## config.mk

```make
export PLATFORM = sky130hd
export DESIGN_NAME = query_language_lexer
export DESIGN_NICKNAME = d
export VERILOG_FILES = /design/src/design/qll_pkg.sv /design/src/design/qll_step.sv /design/src/design/qll_resq.sv /design/src/design/query_language_lexer.sv
export VERILOG_INCLUDE_DIRS = /design/src /design/src/design
export SDC_FILE = /design/constraint.sdc
export NUM_CORES = 1
export LEC_CHECK = 0
export BUFFER_PORTS_ARGS = -buffer_cell sky130_fd_sc_hd__buf_2
export CAP_MARGIN = 40
export CORE_MARGIN = 4
export CORE_UTILIZATION = 55
export CTS_CLUSTER_DIAMETER = 150
export DETAILED_ROUTE_END_ITERATION = 10
export PLACE_DENSITY = 0.84
export SYNTH_ARGS = -nofsm -noshare
export SYNTH_HDL_FRONTEND = slang
export SYNTH_SLANG_ARGS = --single-unit
```

## constraint.sdc

```tcl
create_clock -name clk -period 12.5 [get_ports clk]
set_input_delay 0.625 -clock clk [delete_from_list [all_inputs] [get_ports clk]]
set_output_delay 0.625 -clock clk [all_outputs]
set_load 0.005 [all_outputs]
```

## src/design/query_language_lexer_defines.svh

```systemverilog
// Assertion macros for the query lexer RTL, used by qll_resq.
// No dependencies; the using module must provide clk and arst_n.
`ifndef QUERY_LANGUAGE_LEXER_DEFINES_SVH
`define QUERY_LANGUAGE_LEXER_DEFINES_SVH

// Same-cycle implication, disabled while in reset
`define QLL_ASSERT_IMP(name, pre, post) \
	name: assert property (@(posedge clk) disable iff (!arst_n) (pre) |-> (post)) \
		else $error("query lexer: same-cycle check failed");

// Next-cycle implication, disabled while in reset
`define QLL_ASSERT_NEXT(name, pre, post) \
	name: assert property (@(posedge clk) disable iff (!arst_n) (pre) |=> (post)) \
		else $error("query lexer: next-cycle check failed");

`endif

```

## src/design/qll_pkg.sv

```systemverilog
// Types, constants and helper functions for the query lexer.
// No dependencies; used by qll_step, qll_resq and query_language_lexer.
package qll_pkg;

	// Source length limit and the derived position width
	localparam int MAX_SOURCE_LEN = 65536;
	localparam int POS_W = $clog2(MAX_SOURCE_LEN + 1);
	localparam int MAX_RESULTS = 4;

	// Character codes
	localparam logic [7:0] CH_TAB    = 8'h09;
	localparam logic [7:0] CH_LF     = 8'h0a;
	localparam logic [7:0] CH_CR     = 8'h0d;
	localparam logic [7:0] CH_SPACE  = 8'h20;
	localparam logic [7:0] CH_BANG   = 8'h21;
	localparam logic [7:0] CH_DQUOTE = 8'h22;
	localparam logic [7:0] CH_LPAREN = 8'h28;
	localparam logic [7:0] CH_RPAREN = 8'h29;
	localparam logic [7:0] CH_STAR   = 8'h2a;
	localparam logic [7:0] CH_PLUS   = 8'h2b;
	localparam logic [7:0] CH_COMMA  = 8'h2c;
	localparam logic [7:0] CH_MINUS  = 8'h2d;
	localparam logic [7:0] CH_PERIOD = 8'h2e;
	localparam logic [7:0] CH_SLASH  = 8'h2f;
	localparam logic [7:0] CH_SEMI   = 8'h3b;
	localparam logic [7:0] CH_LT     = 8'h3c;
	localparam logic [7:0] CH_EQ     = 8'h3d;
	localparam logic [7:0] CH_GT     = 8'h3e;

	// Scanner mode between characters
	typedef enum logic [3:0] {
		M_IDLE, M_BANG, M_EQ, M_LT, M_GT, M_INT, M_DOT, M_FRAC,
		M_IDENT, M_STRING, M_DISCARD
	} mode_t;

	// Token kinds
	typedef enum logic [4:0] {
		K_END, K_LPAREN, K_RPAREN, K_COMMA, K_PERIOD, K_SEMICOLON,
		K_MINUS, K_PLUS, K_STAR, K_SLASH, K_BANG, K_NE, K_EQ, K_EQEQ,
		K_LT, K_LE, K_GT, K_GE, K_STRING, K_NUMBER, K_IDENT,
		K_BADCHAR, K_OPENSTR, K_TOOLONG
	} kind_t;

	// Input transaction
	typedef struct packed {
		logic [7:0] ch;
		logic       end_of_source;
	} src_t;

	// Output transaction
	typedef struct packed {
		kind_t       token_kind;
		logic [15:0] token_start;
		logic [15:0] token_length;
		logic        last_of_run;
	} tok_t;

	// Scanner state
	typedef struct packed {
		mode_t            mode;
		logic [POS_W-1:0] pos;
		logic [15:0]      tok_begin;
	} state_t;

	// Tokens produced by one character, in order
	typedef struct packed {
		logic [2:0]                   count;
		tok_t [MAX_RESULTS-1:0]       item;
	} batch_t;

	function automatic logic is_digit(input logic [7:0] c);
		return (c >= 8'h30) && (c <= 8'h39);
	endfunction

	function automatic logic is_alpha(input logic [7:0] c);
		return ((c >= 8'h61) && (c <= 8'h7a)) || ((c >= 8'h41) && (c <= 8'h5a));
	endfunction

	// Kind of a pending operator, single or with a trailing '='
	function automatic kind_t op_kind(input mode_t m, input logic two);
		kind_t k;
		case (m)
			M_BANG:  k = two ? K_NE : K_BANG;
			M_EQ:    k = two ? K_EQEQ : K_EQ;
			M_LT:    k = two ? K_LE : K_LT;
			default: k = two ? K_GE : K_GT;
		endcase
		return k;
	endfunction

endpackage

```

## src/design/qll_step.sv

```systemverilog
// Next-state and token logic for one source character of the query lexer.
// Depends on qll_pkg.
module qll_step (
	input  qll_pkg::state_t cur,
	input  qll_pkg::src_t   data,
	output qll_pkg::state_t nxt,
	output qll_pkg::batch_t batch
);

	localparam logic [qll_pkg::POS_W-1:0] MAX_POS =
		qll_pkg::POS_W'(qll_pkg::MAX_SOURCE_LEN);
	localparam logic [15:0] MAX_START = 16'(qll_pkg::MAX_SOURCE_LEN);

	logic [15:0]     p16;
	logic [15:0]     p16_m1;
	logic [15:0]     np16;
	logic            idle_scan;
	logic            err;
	logic            dig;
	logic            alp;
	qll_pkg::state_t st;
	qll_pkg::batch_t b;

	// Append one token to a batch, saturating at the batch size
	function automatic qll_pkg::batch_t push(input qll_pkg::batch_t bi,
			input qll_pkg::kind_t k, input logic [15:0] s, input logic [15:0] l);
		qll_pkg::batch_t bo;
		bo = bi;
		if (bi.count < 3'(qll_pkg::MAX_RESULTS)) begin
			bo.item[bi.count[1:0]] = '{token_kind: k, token_start: s,
				token_length: l, last_of_run: 1'b0};
			bo.count = bi.count + 3'd1;
		end
		return bo;
	endfunction

	assign dig = qll_pkg::is_digit(data.ch);
	assign alp = qll_pkg::is_alpha(data.ch);

	// Character step, then end-of-source flush
	always_comb begin
		st        = cur;
		b         = '0;
		err       = 1'b0;
		idle_scan = 1'b0;
		p16       = 16'(cur.pos);
		p16_m1    = p16 - 16'd1;
		np16      = '0;

		if (cur.mode == qll_pkg::M_DISCARD) begin
			err = 1'b1;
		end else if (cur.pos >= MAX_POS) begin
			b       = push(b, qll_pkg::K_TOOLONG, MAX_START, 16'd0);
			st.mode = qll_pkg::M_DISCARD;
			err     = 1'b1;
		end else begin
			// finish or extend the pending token
			case (cur.mode)
				qll_pkg::M_BANG, qll_pkg::M_EQ, qll_pkg::M_LT, qll_pkg::M_GT: begin
					st.mode = qll_pkg::M_IDLE;
					if (data.ch == qll_pkg::CH_EQ) begin
						b = push(b, qll_pkg::op_kind(cur.mode, 1'b1), cur.tok_begin, 16'd2);
					end else begin
						b = push(b, qll_pkg::op_kind(cur.mode, 1'b0), cur.tok_begin, 16'd1);
						idle_scan = 1'b1;
					end
				end
				qll_pkg::M_INT: begin
					if (data.ch == qll_pkg::CH_PERIOD) begin
						st.mode = qll_pkg::M_DOT;
					end else if (!dig) begin
						st.mode   = qll_pkg::M_IDLE;
						b         = push(b, qll_pkg::K_NUMBER, cur.tok_begin, p16 - cur.tok_begin);
						idle_scan = 1'b1;
					end
				end
				qll_pkg::M_DOT: begin
					if (dig) begin
						st.mode = qll_pkg::M_FRAC;
					end else begin
						st.mode   = qll_pkg::M_IDLE;
						b         = push(b, qll_pkg::K_NUMBER, cur.tok_begin, p16_m1 - cur.tok_begin);
						b         = push(b, qll_pkg::K_PERIOD, p16_m1, 16'd1);
						idle_scan = 1'b1;
					end
				end
				qll_pkg::M_FRAC: begin
					if (!dig) begin
						st.mode   = qll_pkg::M_IDLE;
						b         = push(b, qll_pkg::K_NUMBER, cur.tok_begin, p16 - cur.tok_begin);
						idle_scan = 1'b1;
					end
				end
				qll_pkg::M_IDENT: begin
					if (!dig && !alp) begin
						st.mode   = qll_pkg::M_IDLE;
						b         = push(b, qll_pkg::K_IDENT, cur.tok_begin, p16 - cur.tok_begin);
						idle_scan = 1'b1;
					end
				end
				qll_pkg::M_STRING: begin
					if (data.ch == qll_pkg::CH_DQUOTE) begin
						st.mode = qll_pkg::M_IDLE;
						b       = push(b, qll_pkg::K_STRING, cur.tok_begin, p16 - cur.tok_begin);
					end
				end
				default: begin
					st.mode   = qll_pkg::M_IDLE;
					idle_scan = 1'b1;
				end
			endcase

			// start a new token from an idle scanner
			if (idle_scan) begin
				case (data.ch)
					qll_pkg::CH_SPACE, qll_pkg::CH_TAB, qll_pkg::CH_CR, qll_pkg::CH_LF: begin
						st.mode = qll_pkg::M_IDLE;
					end
					qll_pkg::CH_LPAREN: b = push(b, qll_pkg::K_LPAREN, p16, 16'd1);
					qll_pkg::CH_RPAREN: b = push(b, qll_pkg::K_RPAREN, p16, 16'd1);
					qll_pkg::CH_COMMA:  b = push(b, qll_pkg::K_COMMA, p16, 16'd1);
					qll_pkg::CH_PERIOD: b = push(b, qll_pkg::K_PERIOD, p16, 16'd1);
					qll_pkg::CH_SEMI:   b = push(b, qll_pkg::K_SEMICOLON, p16, 16'd1);
					qll_pkg::CH_MINUS:  b = push(b, qll_pkg::K_MINUS, p16, 16'd1);
					qll_pkg::CH_PLUS:   b = push(b, qll_pkg::K_PLUS, p16, 16'd1);
					qll_pkg::CH_STAR:   b = push(b, qll_pkg::K_STAR, p16, 16'd1);
					qll_pkg::CH_SLASH:  b = push(b, qll_pkg::K_SLASH, p16, 16'd1);
					qll_pkg::CH_BANG: begin
						st.mode      = qll_pkg::M_BANG;
						st.tok_begin = p16;
					end
					qll_pkg::CH_EQ: begin
						st.mode      = qll_pkg::M_EQ;
						st.tok_begin = p16;
					end
					qll_pkg::CH_LT: begin
						st.mode      = qll_pkg::M_LT;
						st.tok_begin = p16;
					end
					qll_pkg::CH_GT: begin
						st.mode      = qll_pkg::M_GT;
						st.tok_begin = p16;
					end
					qll_pkg::CH_DQUOTE: begin
						st.mode      = qll_pkg::M_STRING;
						st.tok_begin = p16 + 16'd1;
					end
					default: begin
						if (dig) begin
							st.mode      = qll_pkg::M_INT;
							st.tok_begin = p16;
						end else if (alp) begin
							st.mode      = qll_pkg::M_IDENT;
							st.tok_begin = p16;
						end else begin
							b       = push(b, qll_pkg::K_BADCHAR, p16, 16'd1);
							st.mode = qll_pkg::M_DISCARD;
						end
					end
				endcase
			end

			if (st.mode == qll_pkg::M_DISCARD) begin
				err = 1'b1;
			end
			st.pos = cur.pos + qll_pkg::POS_W'(1);
		end

		// end of source: flush the pending token, close, back to reset
		if (data.end_of_source) begin
			np16 = 16'(st.pos);
			if (!err) begin
				case (st.mode)
					qll_pkg::M_BANG, qll_pkg::M_EQ, qll_pkg::M_LT, qll_pkg::M_GT:
						b = push(b, qll_pkg::op_kind(st.mode, 1'b0), st.tok_begin, 16'd1);
					qll_pkg::M_INT, qll_pkg::M_FRAC:
						b = push(b, qll_pkg::K_NUMBER, st.tok_begin, np16 - st.tok_begin);
					qll_pkg::M_IDENT:
						b = push(b, qll_pkg::K_IDENT, st.tok_begin, np16 - st.tok_begin);
					qll_pkg::M_DOT: begin
						b = push(b, qll_pkg::K_NUMBER, st.tok_begin,
							np16 - 16'd1 - st.tok_begin);
						b = push(b, qll_pkg::K_PERIOD, np16 - 16'd1, 16'd1);
					end
					qll_pkg::M_STRING: begin
						b   = push(b, qll_pkg::K_OPENSTR, st.tok_begin, np16 - st.tok_begin);
						err = 1'b1;
					end
					default: begin
						err = 1'b0;
					end
				endcase
				if (!err) begin
					b = push(b, qll_pkg::K_END, np16, 16'd0);
				end
			end
			st.mode      = qll_pkg::M_IDLE;
			st.pos       = '0;
			st.tok_begin = '0;
		end

		// flag the final token of this character
		if (b.count != 3'd0) begin
			b.item[b.count[1:0] - 2'd1].last_of_run = 1'b1;
		end

		nxt   = st;
		batch = b;
	end

endmodule

```

## src/design/qll_resq.sv

```systemverilog
// Result register bank of the query lexer: holds one character's tokens
// and hands them out one per cycle while tok_ready is high. Depends on qll_pkg, defines header.
`include "query_language_lexer_defines.svh"

module qll_resq (
	input  logic            clk,
	input  logic            arst_n,
	input  logic            load,
	input  qll_pkg::batch_t batch,
	output logic            space,
	output logic            tok_valid,
	input  logic            tok_ready,
	output qll_pkg::tok_t   tok_data
);

	logic [2:0]                            rem_q;
	qll_pkg::tok_t [qll_pkg::MAX_RESULTS-1:0] item_q;
	logic                                  pop;

	// free once the last held token leaves this cycle
	assign pop       = (rem_q != 3'd0) && tok_ready;
	assign space     = (rem_q == 3'd0) || ((rem_q == 3'd1) && tok_ready);
	assign tok_valid = (rem_q != 3'd0);
	assign tok_data  = item_q[0];

	// count of tokens still to deliver
	always_ff @(posedge clk or negedge arst_n) begin
		if (!arst_n) begin
			rem_q <= 3'd0;
		end else if (load) begin
			rem_q <= batch.count;
		end else if (pop) begin
			rem_q <= rem_q - 3'd1;
		end
	end

	// token slots: load a batch, shift down on each transaction
	always_ff @(posedge clk) begin
		if (load) begin
			item_q <= batch.item;
		end else if (pop) begin
			item_q[qll_pkg::MAX_RESULTS-2:0] <= item_q[qll_pkg::MAX_RESULTS-1:1];
		end
	end

	`QLL_ASSERT_IMP(a_rem_bound, 1'b1, rem_q <= 3'(qll_pkg::MAX_RESULTS))
	`QLL_ASSERT_IMP(a_load_space, load, (rem_q == 3'd0) || ((rem_q == 3'd1) && tok_ready))
	`QLL_ASSERT_NEXT(a_load_count, load, (rem_q == $past(batch.count)) && (rem_q != 3'd0))
	`QLL_ASSERT_IMP(a_tail_marked, rem_q == 3'd1, item_q[0].last_of_run)

endmodule

```

## src/design/query_language_lexer.sv

```systemverilog
// Query text lexer: source bytes in, tokens (kind, start, length) out.
// Depends on qll_pkg, qll_step and qll_resq.
//
// Usage:
//  src channel (src_valid/src_ready/src_data) takes one byte per transaction
//  with end_of_source set on the final byte of a source text.
//  tok channel (tok_valid/tok_ready/tok_data) gives tokens in source order;
//  last_of_run marks the final token caused by one byte.
//  Path: a byte is registered in the input stage, then its tokens are
//  registered in the result bank, which drives tok_data.
//  Throughput: one byte per cycle while tok_ready is high and each byte
//  yields at most one token; up to four tokens per byte. A byte yielding
//  more keeps the result bank busy, so the byte behind it waits.
//  When the receiver stalls, the result bank holds its tokens and the input
//  stage holds one more byte; src_ready drops while its tokens cannot fit.
//  Reset clears the scanner to idle at position zero with nothing pending;
//  the same happens after every byte marked end_of_source.
//  After an error token, bytes are dropped until end_of_source.
module query_language_lexer (
	input  logic           clk,
	input  logic           arst_n,
	input  logic           src_valid,
	output logic           src_ready,
	input  qll_pkg::src_t  src_data,
	output logic           tok_valid,
	input  logic           tok_ready,
	output qll_pkg::tok_t  tok_data
);

	logic            valid_s1;
	qll_pkg::src_t   data_s1;
	qll_pkg::state_t state_q;
	qll_pkg::state_t state_d;
	qll_pkg::batch_t batch;
	logic            space;
	logic            fire;
	logic            load;

	// byte in stage 1 is consumed once its tokens fit in the result bank
	assign fire      = valid_s1 && ((batch.count == 3'd0) || space);
	assign load      = fire && (batch.count != 3'd0);
	assign src_ready = !valid_s1 || fire;

	// input stage valid
	always_ff @(posedge clk or negedge arst_n) begin
		if (!arst_n) begin
			valid_s1 <= 1'b0;
		end else if (src_valid && src_ready) begin
			valid_s1 <= 1'b1;
		end else if (fire) begin
			valid_s1 <= 1'b0;
		end
	end

	// input stage payload
	always_ff @(posedge clk) begin
		if (src_valid && src_ready) begin
			data_s1 <= src_data;
		end
	end

	// scanner state
	always_ff @(posedge clk or negedge arst_n) begin
		if (!arst_n) begin
			state_q <= '{mode: qll_pkg::M_IDLE, pos: '0, tok_begin: '0};
		end else if (fire) begin
			state_q <= state_d;
		end
	end

	qll_step u_step (
		.cur   (state_q),
		.data  (data_s1),
		.nxt   (state_d),
		.batch (batch)
	);

	qll_resq u_resq (
		.clk       (clk),
		.arst_n    (arst_n),
		.load      (load),
		.batch     (batch),
		.space     (space),
		.tok_valid (tok_valid),
		.tok_ready (tok_ready),
		.tok_data  (tok_data)
	);

endmodule

```

[Word-level counts from Yosys, hierarchy flattened]
Index checks and enable logic that the tools add are counted.
Operators by class
  multiplexer cells: 127
  reduce and logical (&&, ||, !) cells: 38
  $add $sub $neg: 15
  equal/unequal tests: 41
  magnitude comparators: 24
Operator list (number)
  two-way mux 155 bit: 35
  bitwise mux 152 bit: 19
  one-hot mux 155 bit (10 select lines): 1
  one-hot mux 155 bit (6 select lines): 1
  one-hot mux 155 bit (5 select lines): 1
  two-way mux 153 bit: 3
  demux 38 bit (select 2 bit): 6
  two-way mux 38 bit: 10
  two-way mux 114 bit: 2
  two-way mux 152 bit: 1
  == test 8 x 6 -> 1 bit (second input constant): 15
  two-way mux 37 bit: 2
  subtractor 16 bit: 4
  two-way mux 16 bit: 3
  one-hot mux 16 bit (3 select lines): 1
  one-hot mux 5 bit (3 select lines): 3
  two-way mux 4 bit: 9
  two-way mux 33 bit: 1
  == test 4 x 3 -> 1 bit (second input constant): 8
  subtractor 16 x 1 -> 16 bit (second input constant): 2
  one-hot mux 4 bit (7 select lines): 1
  == test 4 bit (second input constant): 6
  == test 8 x 4 -> 1 bit (second input constant): 3
  two-way mux 3 bit: 7
  33 further kinds: 101
Word-level totals
  bits of input ports: 13
  bits in registers: 202

[Depth between registers and ports, before layout]
  word-level depth: 63
  mapped depth: 29
  mapped depth without buffers: 25

[By module]
From an unflattened synthesis, not the netlist that was laid out.
Unflattened totals
  cell total of the unflattened synthesis: 2334
  area, all modules: 19880.3 µm²
Modules (own cells, without submodules)
  qll_step: area an instance 11372.2 µm², cells an instance 1894, times used 1, seq. area each 0.0 µm²
  qll_resq: area an instance 6713.9 µm², cells an instance 345, times used 1, seq. area each 4639.4 µm²
  query_language_lexer: area an instance 1794.2 µm², cells an instance 95, times used 1, seq. area each 1221.2 µm²

[Worst setup path before layout]
Ideal clock, no wire load.
  path type: reg2reg
  start: register state_q[34] in the netlist's numbering
  end: register u_resq.item_q[100] in the netlist's numbering (enable)
  clock period less this slack: 8269 ps
  data arrival time: 7240 ps
  setup slack: 4231 ps
  buffers on the path: 5
  stages on the path, launching flop included: 25
  cell sequence: dfrtp_1 -> buf_1 -> inv_1 -> or3_1 -> clkbuf_1 -> nor2_1 -> clkbuf_1 -> ha_1 -> nand4_1 -> a21oi_1 -> nand2_1 -> ha_1 -> mux2_2 -> ha_1 -> nor3_1 -> nor3_1 -> or2_2 -> ha_1 -> o31a_1 -> o31ai_1 -> o21ai_1 -> o31ai_4 -> buf_2 -> buf_2 -> nand2_1
Between the ends
  cells in the longest elaborated chain, start to end: 33
  elaborated cells between the ends (all ways): 93
  classes of those cells: add/sub: 4; order compare: 4; eq/ne: 20; mux: 55; reduce/logical: 10
RTL lines
  start, declared: line query_language_lexer.sv:32  | qll_pkg::state_t state_q;
  start signal, assigned: line query_language_lexer.sv:65  | state_q <= '{mode: qll_pkg::M_IDLE, pos: '0, tok_begin: '0};
  start signal, assigned: line query_language_lexer.sv:67  | state_q <= state_d;
  == test 4 x 1 -> 1 bit, or another cell as far along: line qll_step.sv:58  | case (cur.mode)
  OR reduction 4 bit: line qll_step.sv:58
  one-hot mux 155 bit (6 select lines): line qll_step.sv:58
  two-way mux 155 bit: line qll_step.sv:52  | end else if (cur.pos >= MAX_POS) begin
  two-way mux 155 bit: line qll_step.sv:50  | if (cur.mode == qll_pkg::M_DISCARD) begin
  adder 3 x 1 -> 3 bit / less-than comparator 3 bit (equally long branches): line qll_step.sv:32, qll_step.sv:29
  two-way mux 155 bit: line qll_step.sv:29  | if (bi.count < 3'(qll_pkg::MAX_RESULTS)) begin
  two-way mux 155 bit: line qll_step.sv:152  | end else if (alp) begin
  [17 not listed]
  two-way mux 155 bit: line qll_step.sv:193  | if (!err) begin
  two-way mux 155 bit: line qll_step.sv:172  | if (!err) begin
  two-way mux 155 bit *: line qll_step.sv:170  | if (data.end_of_source) begin
  logical NOT 3 bit: line query_language_lexer.sv:40  | assign fire = valid_s1 && ((batch.count == 3'd0) || space);
  logical OR 1 bit: line query_language_lexer.sv:40
  logical AND 1 bit: line query_language_lexer.sv:40
  logical AND 1 bit *: line query_language_lexer.sv:41  | assign load = fire && (batch.count != 3'd0);
  nonzero test 2 bit (no source line) *
  end signal, assigned: line qll_resq.sv:40  | item_q <= batch.item;
  end signal, assigned by index: line qll_resq.sv:42  | item_q[qll_pkg::MAX_RESULTS-2:0] <= item_q[qll_pkg::MAX_RESULTS-1:1];
  end, declared: line qll_resq.sv:17  | qll_pkg::tok_t [qll_pkg::MAX_RESULTS-1:0] item_q;
Mark *: on every way between the ends. The rest lies on a longest branch, timed or not. The select of a mux whose other input is x is not followed.
A chain may end at the register's enable or synchronous reset.

[Final worst setup path]
  start: register data_s1[2] in the netlist's numbering
  end: output port src_ready
Between the ends
  cells in the longest elaborated chain, start to end: 36
  elaborated cells between the ends (all ways): 125
  classes of those cells: add/sub: 4; order compare: 10; eq/ne: 28; mux: 67; reduce/logical: 16
RTL lines
  start, declared: line query_language_lexer.sv:31  | qll_pkg::src_t data_s1;
  start signal, assigned: line query_language_lexer.sv:58  | data_s1 <= src_data;
  greater-or-equal comparator 8 x 7 -> 1 bit / less-or-equal comparator 8 x 7 -> 1 bit (equally long branches): line qll_pkg.sv:76  | return ((c >= 8'h61) && (c <= 8'h7a)) || ((c >= 8'h41) && (c <= 8'h5a));
  logical AND 1 bit: line qll_pkg.sv:76
  logical OR 1 bit: line qll_pkg.sv:76
  logical NOT 1 bit: line qll_step.sv:95  | if (!dig && !alp) begin
  logical AND 1 bit: line qll_step.sv:95
  two-way mux 153 bit: line qll_step.sv:95
  one-hot mux 155 bit (6 select lines): line qll_step.sv:58
  two-way mux 155 bit: line qll_step.sv:52
  [20 not listed]
  two-way mux 155 bit: line qll_step.sv:29
  two-way mux 155 bit: line qll_step.sv:193
  two-way mux 155 bit: line qll_step.sv:172
  two-way mux 155 bit *: line qll_step.sv:170
  logical NOT 3 bit *: line query_language_lexer.sv:40
  logical OR 1 bit *: line query_language_lexer.sv:40
  logical AND 1 bit *: line query_language_lexer.sv:40
  logical OR 1 bit *: line query_language_lexer.sv:42  | assign src_ready = !valid_s1 || fire;
  end, declared: line query_language_lexer.sv:23  | output logic src_ready,
Marked as above.

==> reports/metrics.csv <==
metric,value,unit
r2r worst-path depth,19,
setup violators final,0,
Post-synth EDFFs,161,
Pins Over Slew Limit,0,
most common cell in the netlist,nand2_1,
Clock Skew,0.0196,ns
post_cts resized,0,
Synth async-reset ratio,20.3,%
worst path buffer plus inverter count,4,
f_max,0.118,GHz
syn_nets,2516,
Post-Synthesis Cells,2417,
antenna violations before repair,4,
R2R Setup Slk,4.22,ns
hpwl dp,57900,um
sequential fraction of the synthesis area,31.3,%
Global Route Usage Sum,42.3,%
Worst Max-Slew Pin Slew,0.951,ns
vias in the first global route,18700,
synth unique cells,82,
#FFs+latches synth,202,
Synth Flop Type,edfxtp_1,
# hold bufs at CTS,0,
nets,2452,
Rows,67,
Routed WL per cell,28.6,um
pin count of the biggest net entering global routing,216,
postcts setup bufs,0,
"Remaining Overflow, GRT",0,
synth warn,0,
Syn Std Cell Area,18700,sq um
share of cells above drive strength 1,8.85,%
Mean Syn Cell Area,7.74,sq um
Routed Antenna Nets,0,
crit path kind,reg -> out,
clk_lat worst skew,0.57,ns
r2r startpoint,data_s1[2]$_DFFE_PP_,
outcome,"complete, no violations",
first-pass GRT wire length,118000,um
setup TNS,0,ns
die height,192,um
Crit Reg-Reg Endpoint,u_resq.item_q[86]$_DFFE_PP_,
Crit Path Max Fanout,21,
Period minus WS final,8.44,ns
core region area,33500,sq um
DRC viols,0,
RSZ-0062 raised after global routing,false,
Port Buf Inserts,52,
Hold WC Path Type,in -> async,
"delay-heaviest family, CP",simple AND/OR/NAND/NOR gates,
area grow syn2layout,7.22,%
H-Tree Depth,1,
"Reg clk slew, reported paths",0.06,ns
period utilization,67.5,%
drt pass-1 iters,7,
Vias,20300,
CP endpoint kind,output port,
dominant cell type by area after synthesis,edfxtp_1,
starting density of the core,55.8,%
IO Count,53,
CP required,11.88,ns
worst setup margin,4.06,ns
share of the synthesized area in the top cell type,25.8,%
commonest cells in the netlist,"nand2_1, a21oi_1, nor2_1, o21ai_0, edfxtp_1",
CTS Root Cell,clkbuf_16,
Bufs on Longest Clock Path,3,
"slowest stage delay, CP",0.64,ns
slowest CP cell,edfxtp_1,
crit-path cells,"o21a_1, nand2b_1, nand4_1, nand3_1, nor2_1, inv_1, ha_1, nand4_1, a21oi_1, nand2_1, inv_1, ha_1, nand2_1, a21oi_1, nor3_1, or2_2, ha_1, o31a_1, o31ai_1, o21ai_1, nor3_1, nor3_1, inv_1, buf_2",
Worst slew margin,36.2,%
largest cells by area after synthesis,"edfxtp_1, nand2_1, a21oi_1",
die area,37000,sq um
CTS tree,yes,
MaxCap Viol Count,0,
final wirelength,80800,um
Fin. Hold Viols,0,
Vias/cell,7.19,
"Arr. time, crit path",7.82,ns
chip width,192,um
dpl ws,4.45,ns
initial DRC count,3385,
cts bufs inserted,25,
routability cong.,1.06,
Critical Path Source Type,flop,
clk sinks,202,
## per-stage QoR
stage                     hold WS [ns]  cell area [sq um]  std cells  utilization, %
after CTS                        0.176              20100       2820            59.8
after global placement           0.497              19100       2760            56.9
final                            0.154              20100       2821            59.8
after floorplan                  0.329              18700       2417               -
after global routing             0.215              20100       2820            59.8
after detailed placement         0.508              19200       2774            57.3
## worst reg2reg max path, stage by stage (launching register included)
cell and delay, ns:
edfxtp_1 0.71, nor4b_2 0.49, and2_1 0.60, nand4_1 0.22, nand3_1 0.50, nor2_1 0.24
inv_1 0.13, ha_1 0.23, and3_1 0.82, mux2_2 0.47, ha_1 0.26, and2_1 0.16
a41oi_1 0.31, a31oi_2 0.12, nor3_1 0.26, nor3_2 0.08, xnor2_1 0.60, o31ai_4 0.21
nand2_4 0.66, buf_4 0.78
## sequential cells by signal (all words and copies together) (netlist names)
| name | flops |
|---|---|
| u_resq.rem_q | 3 |
| u_resq.item_q | 114 |
| u_resq.tok_data | 38 |
| valid_s1 | 1 |
| state_q | 37 |
| data_s1 | 9 |
## how the worst max path moves through the flow
stage	startpoint	end	slack, ns	depth (start not counted)
final	data_s1[2]$_DFFE_PP_	src_ready	4.06	24
after global routing	data_s1[2]$_DFFE_PP_	src_ready	3.72	21
after CTS	data_s1[2]$_DFFE_PP_	src_ready	4.39	21
after detailed placement	data_s1[2]$_DFFE_PP_	u_resq.tok_data[11]$_DFFE_PP_	4.45	19
after global placement	data_s1[2]$_DFFE_PP_	u_resq.tok_data[15]$_DFFE_PP_	4.77	23
after floorplan	state_q[34]$_DFFE_PN0P_	u_resq.item_q[100]$_DFFE_PP_	4.23	24
## logic make-up after synthesis
kind of cell	count (synthesis)	synth area share, %
mux	4	0.234
xor+xnor	103	4.82
fa+ha+maj	86	5.91
buf+inv	311	7.18
simple gates	793	19.3
compound gates	918	31.2
flops	202	31.3
## layout by cell type, fill, tap and decap left out, types with 34 or more instances in the layout
cell and count:
ha_1 82, a22oi_1 68, nand2_1 330, xor2_1 40, a31oi_1 45, o22ai_1 68, xnor2_1 63, buf_4 69
nand3_1 56, edfxtp_1 161, a21oi_1 242, nor3_1 66, o21ai_1 34, inv_1 86, o31ai_1 80, buf_2 56
nor2_1 186, o21ai_0 168, dfrtp_1 41
## layout make-up
cell class / count / area, sq um
inverters: 87 / 327
multi-input cells: 1904 / 11600
clock buffers: 29 / 641
fillers: 3110 / 13500
well taps: 448 / 561
flip-flops and latches: 202 / 5860
clock inverters: 17 / 209
diodes: 1 / 2.50
repair buffers: 133 / 913
## metal layers
| layer | up-vias | share of wire (%) | routed length, um | GRT usage [%] |
|---|---|---|---|---|
| met5 | - | 0.031 | 25 | 0 |
| li1 | 8823 | - | - | - |
| met3 | 395 | 13 | 10100 | 8.50 |
| met2 | 1631 | 41 | 33400 | 61.8 |
| met1 | 9442 | 37 | 29900 | 55.9 |
| met4 | 4 | 9.1 | 7320 | 29.9 |
Power is left out: the tool's default activity adds up to more than one toggle a clock period on the data nets, which glitch-free logic cannot reach.
